### src/efst_pkg.sv
// Package for the event-flag scheduler with timers.
// Field widths, operation and status codes, masks and the timer slot entry type.
// No dependencies.
package efst_pkg;

  localparam int OpW     = 3;
  localparam int TaskW   = 2;
  localparam int EventW  = 32;
  localparam int TmoW    = 16;
  localparam int StatusW = 3;
  localparam int CountW  = 5;
  localparam int TimeW   = 32;

  localparam int TimerSlotsDef = 16;
  localparam int TaskCountDef  = 3;

  localparam logic [OpW-1:0] OpTick     = 3'd0;
  localparam logic [OpW-1:0] OpStart    = 3'd1;
  localparam logic [OpW-1:0] OpClear    = 3'd2;
  localparam logic [OpW-1:0] OpPost     = 3'd3;
  localparam logic [OpW-1:0] OpDispatch = 3'd4;

  localparam logic [StatusW-1:0] StOk          = 3'd0;
  localparam logic [StatusW-1:0] StNoFreeSlot  = 3'd1;
  localparam logic [StatusW-1:0] StBadTask     = 3'd2;
  localparam logic [StatusW-1:0] StNoMatch     = 3'd3;
  localparam logic [StatusW-1:0] StNothingPend = 3'd4;

  localparam logic [EventW-1:0] DispatchMask = 32'h0000_FFFF;
  localparam logic [EventW-1:0] MatchMask    = 32'h0000_00FF;
  localparam logic [CountW-1:0] CountMax     = 5'd31;

  typedef struct packed {
    logic [TaskW-1:0]  slot_task;
    logic [EventW-1:0] slot_events;
    logic [TimeW-1:0]  slot_deadline;
  } slot_entry_t;

endpackage

### src/efst_in_if.sv
// Input channel of the event-flag scheduler: valid/ready plus the request word.
// Depends on efst_pkg for field widths.
interface efst_in_if;
  logic                         valid;
  logic                         ready;
  logic [efst_pkg::OpW-1:0]     operation;
  logic [efst_pkg::TaskW-1:0]   task_req;
  logic [efst_pkg::EventW-1:0]  events;
  logic [efst_pkg::TmoW-1:0]    timeout_ms;

  modport source (output valid, operation, task_req, events, timeout_ms, input ready);
  modport sink   (input valid, operation, task_req, events, timeout_ms, output ready);
endinterface

### src/efst_out_if.sv
// Output channel of the event-flag scheduler: valid/ready plus the result word.
// Depends on efst_pkg for field widths.
interface efst_out_if;
  logic                          valid;
  logic                          ready;
  logic [efst_pkg::StatusW-1:0]  status;
  logic [efst_pkg::TaskW-1:0]    served_task;
  logic [efst_pkg::EventW-1:0]   served_events;
  logic [efst_pkg::CountW-1:0]   expired_count;

  modport source (output valid, status, served_task, served_events, expired_count,
                  input ready);
  modport sink   (input valid, status, served_task, served_events, expired_count,
                  output ready);
endinterface

### src/efst_ram.sv
// Generic single-write, single-read RAM with registered read data.
// No dependencies.
module efst_ram #(
  parameter int Width = 8,
  parameter int Depth = 16
) (
  input  logic                                    clk_i,
  input  logic                                    we_i,
  input  logic [((Depth > 1) ? $clog2(Depth) : 1)-1:0] waddr_i,
  input  logic [Width-1:0]                        wdata_i,
  input  logic [((Depth > 1) ? $clog2(Depth) : 1)-1:0] raddr_i,
  output logic [Width-1:0]                        rdata_o
);

  logic [Width-1:0] mem_q [Depth];

  always_ff @(posedge clk_i) begin
    if (we_i) begin
      mem_q[waddr_i] <= wdata_i;
    end
    rdata_o <= mem_q[raddr_i];
  end

endmodule

### src/event_flag_scheduler_with_timers_top.sv
// Event-flag scheduler with a table of delayed-event timer slots.
// Depends on efst_pkg, efst_in_if, efst_out_if and efst_ram.
//
//   channel  dir  modport  word
//   in_i     in   sink     operation, task_req, events, timeout_ms
//   out_o    out  source   status, served_task, served_events, expired_count
//
// Tick, start and clear walk the slot RAM one slot a cycle; tick and start share
// one 32-bit adder. Start and clear end the walk early when they hit a slot.
// Post, dispatch and rejected requests skip the walk and go straight to the result.
// Reset clears the enable bits, task words and millisecond counter at once;
// slot RAM contents need no clearing. in_i.ready is low while an item is in
// work; a finished word waits in the output register while out_o.ready is low.
module event_flag_scheduler_with_timers_top #(
  parameter int TIMER_SLOTS = efst_pkg::TimerSlotsDef,
  parameter int TASK_COUNT  = efst_pkg::TaskCountDef
) (
  input  logic       clk_i,
  input  logic       rst_ni,
  efst_in_if.sink    in_i,
  efst_out_if.source out_o
);

  localparam int SlotIdxW = (TIMER_SLOTS > 1) ? $clog2(TIMER_SLOTS) : 1;
  localparam int SlotCntW = $clog2(TIMER_SLOTS + 1);
  localparam int EntryW   = $bits(efst_pkg::slot_entry_t);

  localparam logic [1:0] StateIdle = 2'd0;
  localparam logic [1:0] StateScan = 2'd1;
  localparam logic [1:0] StateDone = 2'd2;

  logic [1:0] state_q, state_d;

  logic [efst_pkg::OpW-1:0]    op_q;
  logic [efst_pkg::TaskW-1:0]  task_q;
  logic [efst_pkg::EventW-1:0] events_q;
  logic [efst_pkg::TmoW-1:0]   tmo_q;

  logic [efst_pkg::TimeW-1:0]  time_now_q, time_now_d;
  logic [TIMER_SLOTS-1:0]      en_q, en_d;
  logic [efst_pkg::EventW-1:0] flags_q [TASK_COUNT];
  logic [efst_pkg::EventW-1:0] flags_d [TASK_COUNT];

  logic [SlotCntW-1:0] idx_q, idx_d;
  logic                eval_vld_q, eval_vld_d;
  logic [SlotIdxW-1:0] eval_idx_q, eval_idx_d;

  logic [efst_pkg::StatusW-1:0] res_status_q, res_status_d;
  logic [efst_pkg::TaskW-1:0]   res_task_q, res_task_d;
  logic [efst_pkg::EventW-1:0]  res_events_q, res_events_d;
  logic [efst_pkg::CountW-1:0]  fired_q, fired_d;

  logic out_valid_q, out_valid_d;
  logic out_load;

  // slot RAM
  logic                  ram_we;
  efst_pkg::slot_entry_t ram_wdata, ram_rdata;
  logic [EntryW-1:0]     ram_rdata_raw;

  efst_ram #(
    .Width (EntryW),
    .Depth (TIMER_SLOTS)
  ) u_slot_ram (
    .clk_i   (clk_i),
    .we_i    (ram_we),
    .waddr_i (eval_idx_q),
    .wdata_i (ram_wdata),
    .raddr_i (idx_q[SlotIdxW-1:0]),
    .rdata_o (ram_rdata_raw)
  );

  assign ram_rdata = efst_pkg::slot_entry_t'(ram_rdata_raw);

  // shared adder: now + timeout for start, now - deadline for tick
  logic [efst_pkg::TimeW-1:0] add_b;
  logic                       add_cin;
  logic [efst_pkg::TimeW-1:0] add_sum;
  logic                       deadline_passed;

  always_comb begin
    if (op_q == efst_pkg::OpStart) begin
      add_b   = efst_pkg::TimeW'(tmo_q);
      add_cin = 1'b0;
    end else begin
      add_b   = ~ram_rdata.slot_deadline;
      add_cin = 1'b1;
    end
  end

  assign add_sum         = time_now_q + add_b + efst_pkg::TimeW'(add_cin);
  assign deadline_passed = (add_sum != '0) && !add_sum[efst_pkg::TimeW-1];

  assign ram_wdata.slot_task     = task_q;
  assign ram_wdata.slot_events   = events_q;
  assign ram_wdata.slot_deadline = add_sum;

  logic task_bad;
  assign task_bad = {1'b0, in_i.task_req} >= (efst_pkg::TaskW + 1)'(TASK_COUNT);

  logic scan_end;
  assign scan_end = !eval_vld_q && (idx_q == SlotCntW'(TIMER_SLOTS));

  assign in_i.ready = (state_q == StateIdle);
  assign out_load   = (state_q == StateDone) && (!out_valid_q || out_o.ready);

  always_comb begin
    logic found;
    state_d      = state_q;
    time_now_d   = time_now_q;
    en_d         = en_q;
    flags_d      = flags_q;
    idx_d        = idx_q;
    eval_vld_d   = 1'b0;
    eval_idx_d   = eval_idx_q;
    res_status_d = res_status_q;
    res_task_d   = res_task_q;
    res_events_d = res_events_q;
    fired_d      = fired_q;
    ram_we       = 1'b0;
    found        = 1'b0;

    case (state_q)
      StateIdle: begin
        if (in_i.valid) begin
          res_status_d = efst_pkg::StOk;
          res_task_d   = '0;
          res_events_d = '0;
          fired_d      = '0;
          idx_d        = '0;
          state_d      = StateDone;
          case (in_i.operation)
            efst_pkg::OpTick: begin
              time_now_d = time_now_q + 1'b1;
              state_d    = StateScan;
            end
            efst_pkg::OpStart, efst_pkg::OpClear: begin
              if (task_bad) begin
                res_status_d = efst_pkg::StBadTask;
              end else begin
                state_d = StateScan;
              end
            end
            efst_pkg::OpPost: begin
              if (task_bad) begin
                res_status_d = efst_pkg::StBadTask;
              end else begin
                for (int t = 0; t < TASK_COUNT; t++) begin
                  if (in_i.task_req == efst_pkg::TaskW'(t)) begin
                    flags_d[t] = flags_q[t] | in_i.events;
                  end
                end
              end
            end
            efst_pkg::OpDispatch: begin
              res_status_d = efst_pkg::StNothingPend;
              for (int t = 0; t < TASK_COUNT; t++) begin
                if (!found && ((flags_q[t] & efst_pkg::DispatchMask) != '0)) begin
                  found        = 1'b1;
                  res_status_d = efst_pkg::StOk;
                  res_task_d   = efst_pkg::TaskW'(t);
                  res_events_d = flags_q[t];
                  flags_d[t]   = '0;
                end
              end
            end
            default: begin
              // unused codes answer ok and change nothing
            end
          endcase
        end
      end

      StateScan: begin
        // issue the next read while the previous slot is evaluated
        if (idx_q != SlotCntW'(TIMER_SLOTS)) begin
          eval_vld_d = 1'b1;
          eval_idx_d = idx_q[SlotIdxW-1:0];
          idx_d      = idx_q + 1'b1;
        end
        if (eval_vld_q) begin
          case (op_q)
            efst_pkg::OpTick: begin
              if (en_q[eval_idx_q] && deadline_passed) begin
                en_d[eval_idx_q] = 1'b0;
                for (int t = 0; t < TASK_COUNT; t++) begin
                  if (ram_rdata.slot_task == efst_pkg::TaskW'(t)) begin
                    flags_d[t] = flags_q[t] | ram_rdata.slot_events;
                  end
                end
                if (fired_q != efst_pkg::CountMax) begin
                  fired_d = fired_q + 1'b1;
                end
              end
            end
            efst_pkg::OpStart: begin
              if (!en_q[eval_idx_q]) begin
                en_d[eval_idx_q] = 1'b1;
                ram_we           = 1'b1;
                res_status_d     = efst_pkg::StOk;
                state_d          = StateDone;
              end
            end
            efst_pkg::OpClear: begin
              if (en_q[eval_idx_q] && (ram_rdata.slot_task == task_q) &&
                  ((ram_rdata.slot_events & efst_pkg::MatchMask) ==
                   (events_q & efst_pkg::MatchMask))) begin
                en_d[eval_idx_q] = 1'b0;
                res_status_d     = efst_pkg::StOk;
                state_d          = StateDone;
              end
            end
            default: begin
              state_d = StateDone;
            end
          endcase
        end else if (scan_end) begin
          state_d = StateDone;
          case (op_q)
            efst_pkg::OpStart: res_status_d = efst_pkg::StNoFreeSlot;
            efst_pkg::OpClear: res_status_d = efst_pkg::StNoMatch;
            default:           res_status_d = efst_pkg::StOk;
          endcase
        end
      end

      StateDone: begin
        if (out_load) begin
          state_d = StateIdle;
        end
      end

      default: begin
        state_d = StateIdle;
      end
    endcase
  end

  always_comb begin
    out_valid_d = out_valid_q;
    if (out_load) begin
      out_valid_d = 1'b1;
    end else if (out_o.ready) begin
      out_valid_d = 1'b0;
    end
  end

  always_ff @(posedge clk_i or negedge rst_ni) begin
    if (!rst_ni) begin
      state_q     <= StateIdle;
      time_now_q  <= '0;
      en_q        <= '0;
      idx_q       <= '0;
      eval_vld_q  <= 1'b0;
      out_valid_q <= 1'b0;
      for (int t = 0; t < TASK_COUNT; t++) begin
        flags_q[t] <= '0;
      end
    end else begin
      state_q     <= state_d;
      time_now_q  <= time_now_d;
      en_q        <= en_d;
      idx_q       <= idx_d;
      eval_vld_q  <= eval_vld_d;
      out_valid_q <= out_valid_d;
      flags_q     <= flags_d;
    end
  end

  // request and result words
  always_ff @(posedge clk_i) begin
    if (in_i.valid && in_i.ready) begin
      op_q     <= in_i.operation;
      task_q   <= in_i.task_req;
      events_q <= in_i.events;
      tmo_q    <= in_i.timeout_ms;
    end
    eval_idx_q   <= eval_idx_d;
    res_status_q <= res_status_d;
    res_task_q   <= res_task_d;
    res_events_q <= res_events_d;
    fired_q      <= fired_d;
    if (out_load) begin
      out_o.status        <= res_status_q;
      out_o.served_task   <= res_task_q;
      out_o.served_events <= res_events_q;
      out_o.expired_count <= fired_q;
    end
  end

  assign out_o.valid = out_valid_q;

endmodule

### src/flat_wrapper.sv
// flat-port wrapper written by rule: the top's interface ports become plain ports
module event_flag_scheduler_with_timers_top_flat 
#(
  parameter int TIMER_SLOTS = efst_pkg::TimerSlotsDef,
  parameter int TASK_COUNT  = efst_pkg::TaskCountDef
)
  (clk_i, rst_ni, in_i_valid, in_i_operation, in_i_task_req, in_i_events, in_i_timeout_ms, in_i_ready, out_o_valid, out_o_status, out_o_served_task, out_o_served_events, out_o_expired_count, out_o_ready);
  efst_in_if in_i_i ();
  efst_out_if out_o_i ();
  input  logic clk_i;
  input  logic rst_ni;
  input wire logic [$bits(in_i_i.valid)-1:0] in_i_valid;
  input wire logic [$bits(in_i_i.operation)-1:0] in_i_operation;
  input wire logic [$bits(in_i_i.task_req)-1:0] in_i_task_req;
  input wire logic [$bits(in_i_i.events)-1:0] in_i_events;
  input wire logic [$bits(in_i_i.timeout_ms)-1:0] in_i_timeout_ms;
  output wire logic [$bits(in_i_i.ready)-1:0] in_i_ready;
  output wire logic [$bits(out_o_i.valid)-1:0] out_o_valid;
  output wire logic [$bits(out_o_i.status)-1:0] out_o_status;
  output wire logic [$bits(out_o_i.served_task)-1:0] out_o_served_task;
  output wire logic [$bits(out_o_i.served_events)-1:0] out_o_served_events;
  output wire logic [$bits(out_o_i.expired_count)-1:0] out_o_expired_count;
  input wire logic [$bits(out_o_i.ready)-1:0] out_o_ready;
  assign in_i_i.valid = in_i_valid;
  assign in_i_i.operation = in_i_operation;
  assign in_i_i.task_req = in_i_task_req;
  assign in_i_i.events = in_i_events;
  assign in_i_i.timeout_ms = in_i_timeout_ms;
  assign in_i_ready = in_i_i.ready;
  assign out_o_valid = out_o_i.valid;
  assign out_o_status = out_o_i.status;
  assign out_o_served_task = out_o_i.served_task;
  assign out_o_served_events = out_o_i.served_events;
  assign out_o_expired_count = out_o_i.expired_count;
  assign out_o_i.ready = out_o_ready;
  event_flag_scheduler_with_timers_top #(.TIMER_SLOTS(TIMER_SLOTS), .TASK_COUNT(TASK_COUNT)) u_core (.clk_i(clk_i), .rst_ni(rst_ni), .in_i(in_i_i), .out_o(out_o_i));
endmodule
### config.mk
export PLATFORM = sky130hd
export DESIGN_NAME = event_flag_scheduler_with_timers_top_flat
export DESIGN_NICKNAME = d
export VERILOG_FILES = /design/src/efst_pkg.sv /design/src/efst_in_if.sv /design/src/efst_out_if.sv /design/src/efst_ram.sv /design/src/event_flag_scheduler_with_timers_top.sv /design/src/flat_wrapper.sv
export SDC_FILE = /design/constraint.sdc
export NUM_CORES = 2
export LEC_CHECK = 0
export ABC_CLOCK_PERIOD_IN_PS = 6600
export BUFFER_PORTS_ARGS = -buffer_cell sky130_fd_sc_hd__clkbuf_2
export CAP_MARGIN = 20
export CORE_UTILIZATION = 52
export CTS_BUF_LIST = sky130_fd_sc_hd__clkbuf_4 sky130_fd_sc_hd__clkbuf_8
export DETAILED_ROUTE_END_ITERATION = 6
export HOLD_SLACK_MARGIN = 0.02
export PLACE_DENSITY = 0.68
export RECOVER_POWER = 50
export SYNTH_ARGS = -nofsm -noshare
export SYNTH_HDL_FRONTEND = slang
export SYNTH_SLANG_ARGS = --single-unit
### constraint.sdc
create_clock -name clk_i -period 6.6 [get_ports clk_i]
set_input_delay 0.33 -clock clk_i [delete_from_list [all_inputs] [get_ports clk_i]]
set_output_delay 0.33 -clock clk_i [all_outputs]
set_load 0.01 [all_outputs]
==> metrics.md <==
| Metric | Value |
|---|---|
| Status | `finished with violations` |
| Failing checks | `DRC, capacitance limit, slew limit` |
| Clk root buf | `clkbuf_8` |
| # fillers | `~7500` |
| Slowest stage cell, crit path | `and3_4` |
| Metal-1 WL | `53.1 mm` |
| Pre-CTS setup slack | `about 0.0025 ns` |
| Fin crit period | `around 6.2 ns` |
| Metal2 WL | `between 60 and 70 mm` |
| Crit path max fanout | `32` |
| Startpoint types | `flop` |
| CP max stage delay | `around 0.76 ns` |
| Max Used Layer | `met4` |
| Initial Utilization | `between 50% and 60%` |
| Final Hold Vio Count | `0` |
| Worst Reg2Reg Path Length in Cells | `18` |
| R2R Path End | `u_core.flags_q[63]$_DFFE_PN0P_` |
| Clk_lat worst skew | `a little over 0.9 ns` |
| Cell Rows | `119` |
| # setup viols final | `0` |
| H-tree depth reported by CTS | `4` |
| Final Cell Area | `~63000 um2` |
| Chip Height | `329 um` |
| Detailed Routing Iterations Pass 1 | `7` |
| Clk pin slew, worst setup/hold paths | `roughly 0.060 ns` |
| Vias | `~30000` |
| Routed wire length | `between 100 and 150 mm` |
| Fmax | `around 160 MHz` |
| Number of global-route vias before repair | `about 30000` |
| Layout cells sized above 1 | `approximately 25%` |
| Layout area overhead | `13.6%` |
| Final HPWL DP | `around 74 mm` |
| FFs w/ async S/R, synth | `between 10% and 20%` |
| Die footprint | `108000 um2` |
| Post-Synthesis Cells | `a little under 3000` |
| Critical path cell sequence | `nor2_1, and2_0, clkinv_1, buf_4, a21oi_1, ha_1, a21o_1, and4_1, o21ai_0, nand2_1, a31oi_1, xnor2_1, clkbuf_1, or4b_1, nor4_4, o41ai_4, and3_4, nor3_1` |
| Area of the core | `106000 um2` |
| Pwr per Cell Area | `around 410 nW/um2` |
| CTS tree | `done` |
| Leak pwr | `between 20 and 25 nW` |
| Unrepaired setup endpoints after global routing | `false` |
| Yosys cell types | `a little under 80` |
| PortBufs | `100` |
| Vias/cell | `6.19` |
| Minimum hold slack | `around 0.14 ns` |
| Layout Nets | `between 3000 and 4000` |
| Tcrit/Tclk final | `between 90 and 100%` |
| # IOs | `around 100` |
| Tot Pwr | `0.0257 W` |
| Critical Path End Type | `flop` |
| Metal3 WL | `9.27 mm` |
| Largest net degree at the start of global routing | `around 160` |
| Slack of the critical path | `around 0.42 ns` |
| Synth top area share | `64.5%` |
| Clock Sinks | `between 1000 and 1500` |
| Max_cap viols | `19` |
| Final slew viol count | `862` |
| Gr usage total | `between 20% and 30%` |
| Placed inst area | `around 58000 um2` |
| R2r setup slk | `~0.42 ns` |
| Dominant synthesized flop cell | `edfxtp_1` |
| Synth Net Count | `roughly 3000` |
| Post-synth EDFFs | `roughly 1200` |
| Synth area leader | `edfxtp_1` |
| Wire per inst | `~27 um` |
| Crit path DAT | `slightly below 7 ns` |
| Synth cell count leaders | `edfxtp_1 (1197), mux4_2 (335), dfrtp_1 (153)` |
| Critical R2R Launch | `u_core.op_q[2]$_DFFE_PP_` |
| Crit path kind | `flop to flop` |
| CP required | `between 7 and 8 ns` |
| First DRT Iteration DRCs | `between 3000 and 4000` |
| First-pass GRT wire length | `a little under 200 mm` |
| Count leader, synth | `edfxtp_1` |
| Routability Congestion | `a little over 0.9` |
| Die W | `~330 um` |
| Mean Syn Cell Area | `19.3 um2` |
| Register area share after synthesis | `73.7%` |
| Post-Syn Area | `about 56000 um2` |
| Antenna-violating nets left | `0` |
| Worst vdd ir | `0.361 mV` |
| Ys Warns | `0` |
| Post-synthesis register bit count | `between 1000 and 1500` |
| DRC viols | `9` |
| Slew at the pin closest to its max-slew limit | `around 4.3 ns` |
| Slew margin rel. | `-184%` |
| Antenna violations before repair | `2` |
| CTS max path bufs | `3` |
| CTS Buf Count | `about 210` |
| Hold Crit Class | `input port to async pin` |
| Congestion Overflow GR | `0` |
| Top post-synthesis cells by area | `edfxtp_1 (64%), mux4_2 (14%), dfrtp_1 (6.9%)` |
| Setup TNS after final layout | `0 ns` |
| Max Clock Skew | `around 0.064 ns` |
power breakdown:
part	total, W	switching [W]	internal [W]
registers	0.0123	0.000834	0.0114
clock network	0.00765	0.00339	0.00426
logic	0.00575	0.00323	0.00252
registers in the layout (all words and copies together) (netlist names), 3 cells and up, named ones only:
name,cells
u_core.u_slot_ram.mem_q,1056
u_core.out_o.served_events,32
u_core.out_o.expired_count,5
u_core.flags_q,96
u_core.events_q,32
u_core.tmo_q,16
u_core.u_slot_ram.rdata_o,66
u_core.eval_idx_q,4
u_core.time_now_q,32
u_core.fired_q,5
u_core.res_status_q,3
u_core.out_o.status,3
u_core.idx_q,5
u_core.op_q,3
u_core.res_events_q,32
what timing repair did:
item | in CTS | in global routing
buffers inserted | 0 | 0
hold buffers | 56 | 0
hold endpoints to repair | 241 | 0
endpoints found under the setup margin | 13 | 0
gates resized for setup | 1 | 0
cells in the final DEF, fill, tap and decap left out, drive strengths merged, types with 14 or more instances in the layout:
cell type and instances:
a21oi 90, a222oi 31, a22o 70, a31oi 36, and2 14, buf 65, clkbuf 438, clkinv 65
dfrtp 153, dfxtp 66, dlygate4sd3 56, edfxtp 1197, ha 35, inv 57, mux2 19, mux4 335
nand2 133, nand2b 39, nand3 22, nand4 34, nor2 97, nor3 87, nor4 21, o21ai 32
xnor2 39, xor2 25
cell type report:
type | count | area [um2] | area share (%)
multi-input cells | 1280 | 13900 | 21.9
well taps | 1391 | 1740 | 2.75
repair buffers | 244 | 1720 | 2.72
diodes | 2 | 5.00 | 0.00790
inverters | 47 | 179 | 0.283
clock inverters | 86 | 806 | 1.27
clock buffers | 315 | 3890 | 6.14
flip-flops and latches | 1416 | 41100 | 64.9
stage by stage:
step           instances  utilization (%)
2_1_floorplan       2894                -
3_3_place_gp        4308             55.1
3_5_place_dp        4311             55.2
4_1_cts             4768             60.1
5_1_grt             4780             59.9
6_report            4781             59.9
cell families after synthesis:
kind of cell             Yosys count  share of synthesized area (%)
adder cells (fa/ha/maj)           37                          0.858
XOR/XNOR                          64                           1.01
buffers and inverters            198                           1.50
AO/OA/AOI/OAI                    323                           4.22
multiplexers                     354                           13.9
AND/OR/NAND/NOR                  502                           4.76
flip-flops                      1416                           73.7
worst max-delay path by stage:
stage                                               from                                      end  slack [ns]  cells after the start
after floorplan           u_core.eval_idx_q[0]$_DFFE_PP_  u_core.u_slot_ram.mem_q[7][0]$_DFFE_PP_        1.01                      6
after global placement          u_core.op_q[2]$_DFFE_PP_           u_core.flags_q[32]$_DFFE_PN0P_        0.24                     18
after detailed placement        u_core.op_q[2]$_DFFE_PP_           u_core.flags_q[63]$_DFFE_PN0P_       0.003                     18
after CTS                       u_core.op_q[2]$_DFFE_PP_           u_core.flags_q[63]$_DFFE_PN0P_        0.27                     18
after global routing            u_core.op_q[2]$_DFFE_PP_           u_core.flags_q[49]$_DFFE_PN0P_        0.14                     17
final                           u_core.op_q[2]$_DFFE_PP_           u_core.flags_q[63]$_DFFE_PN0P_        0.42                     18
layer usage:
layer	GRT usage [%]	vias up
li1	-	12500
met4	9.38	0
met1	34.0	15500
met5	0	-
met2	38.8	1360
met3	4.35	249
worst max-delay path, delay by kind of cell (launching register included):
family / cells / cell delay [ns]
adders and majority gates: 1 / 0.28
buffers and inverters: 3 / 1.17
xor gates and xnor gates: 1 / 0.15
AOI/OAI and AO/OA: 5 / 1.94
and+or+nand+nor: 8 / 1.98
DFF: 1 / 0.48
Note: power is estimated with default switching activity, not from simulation.
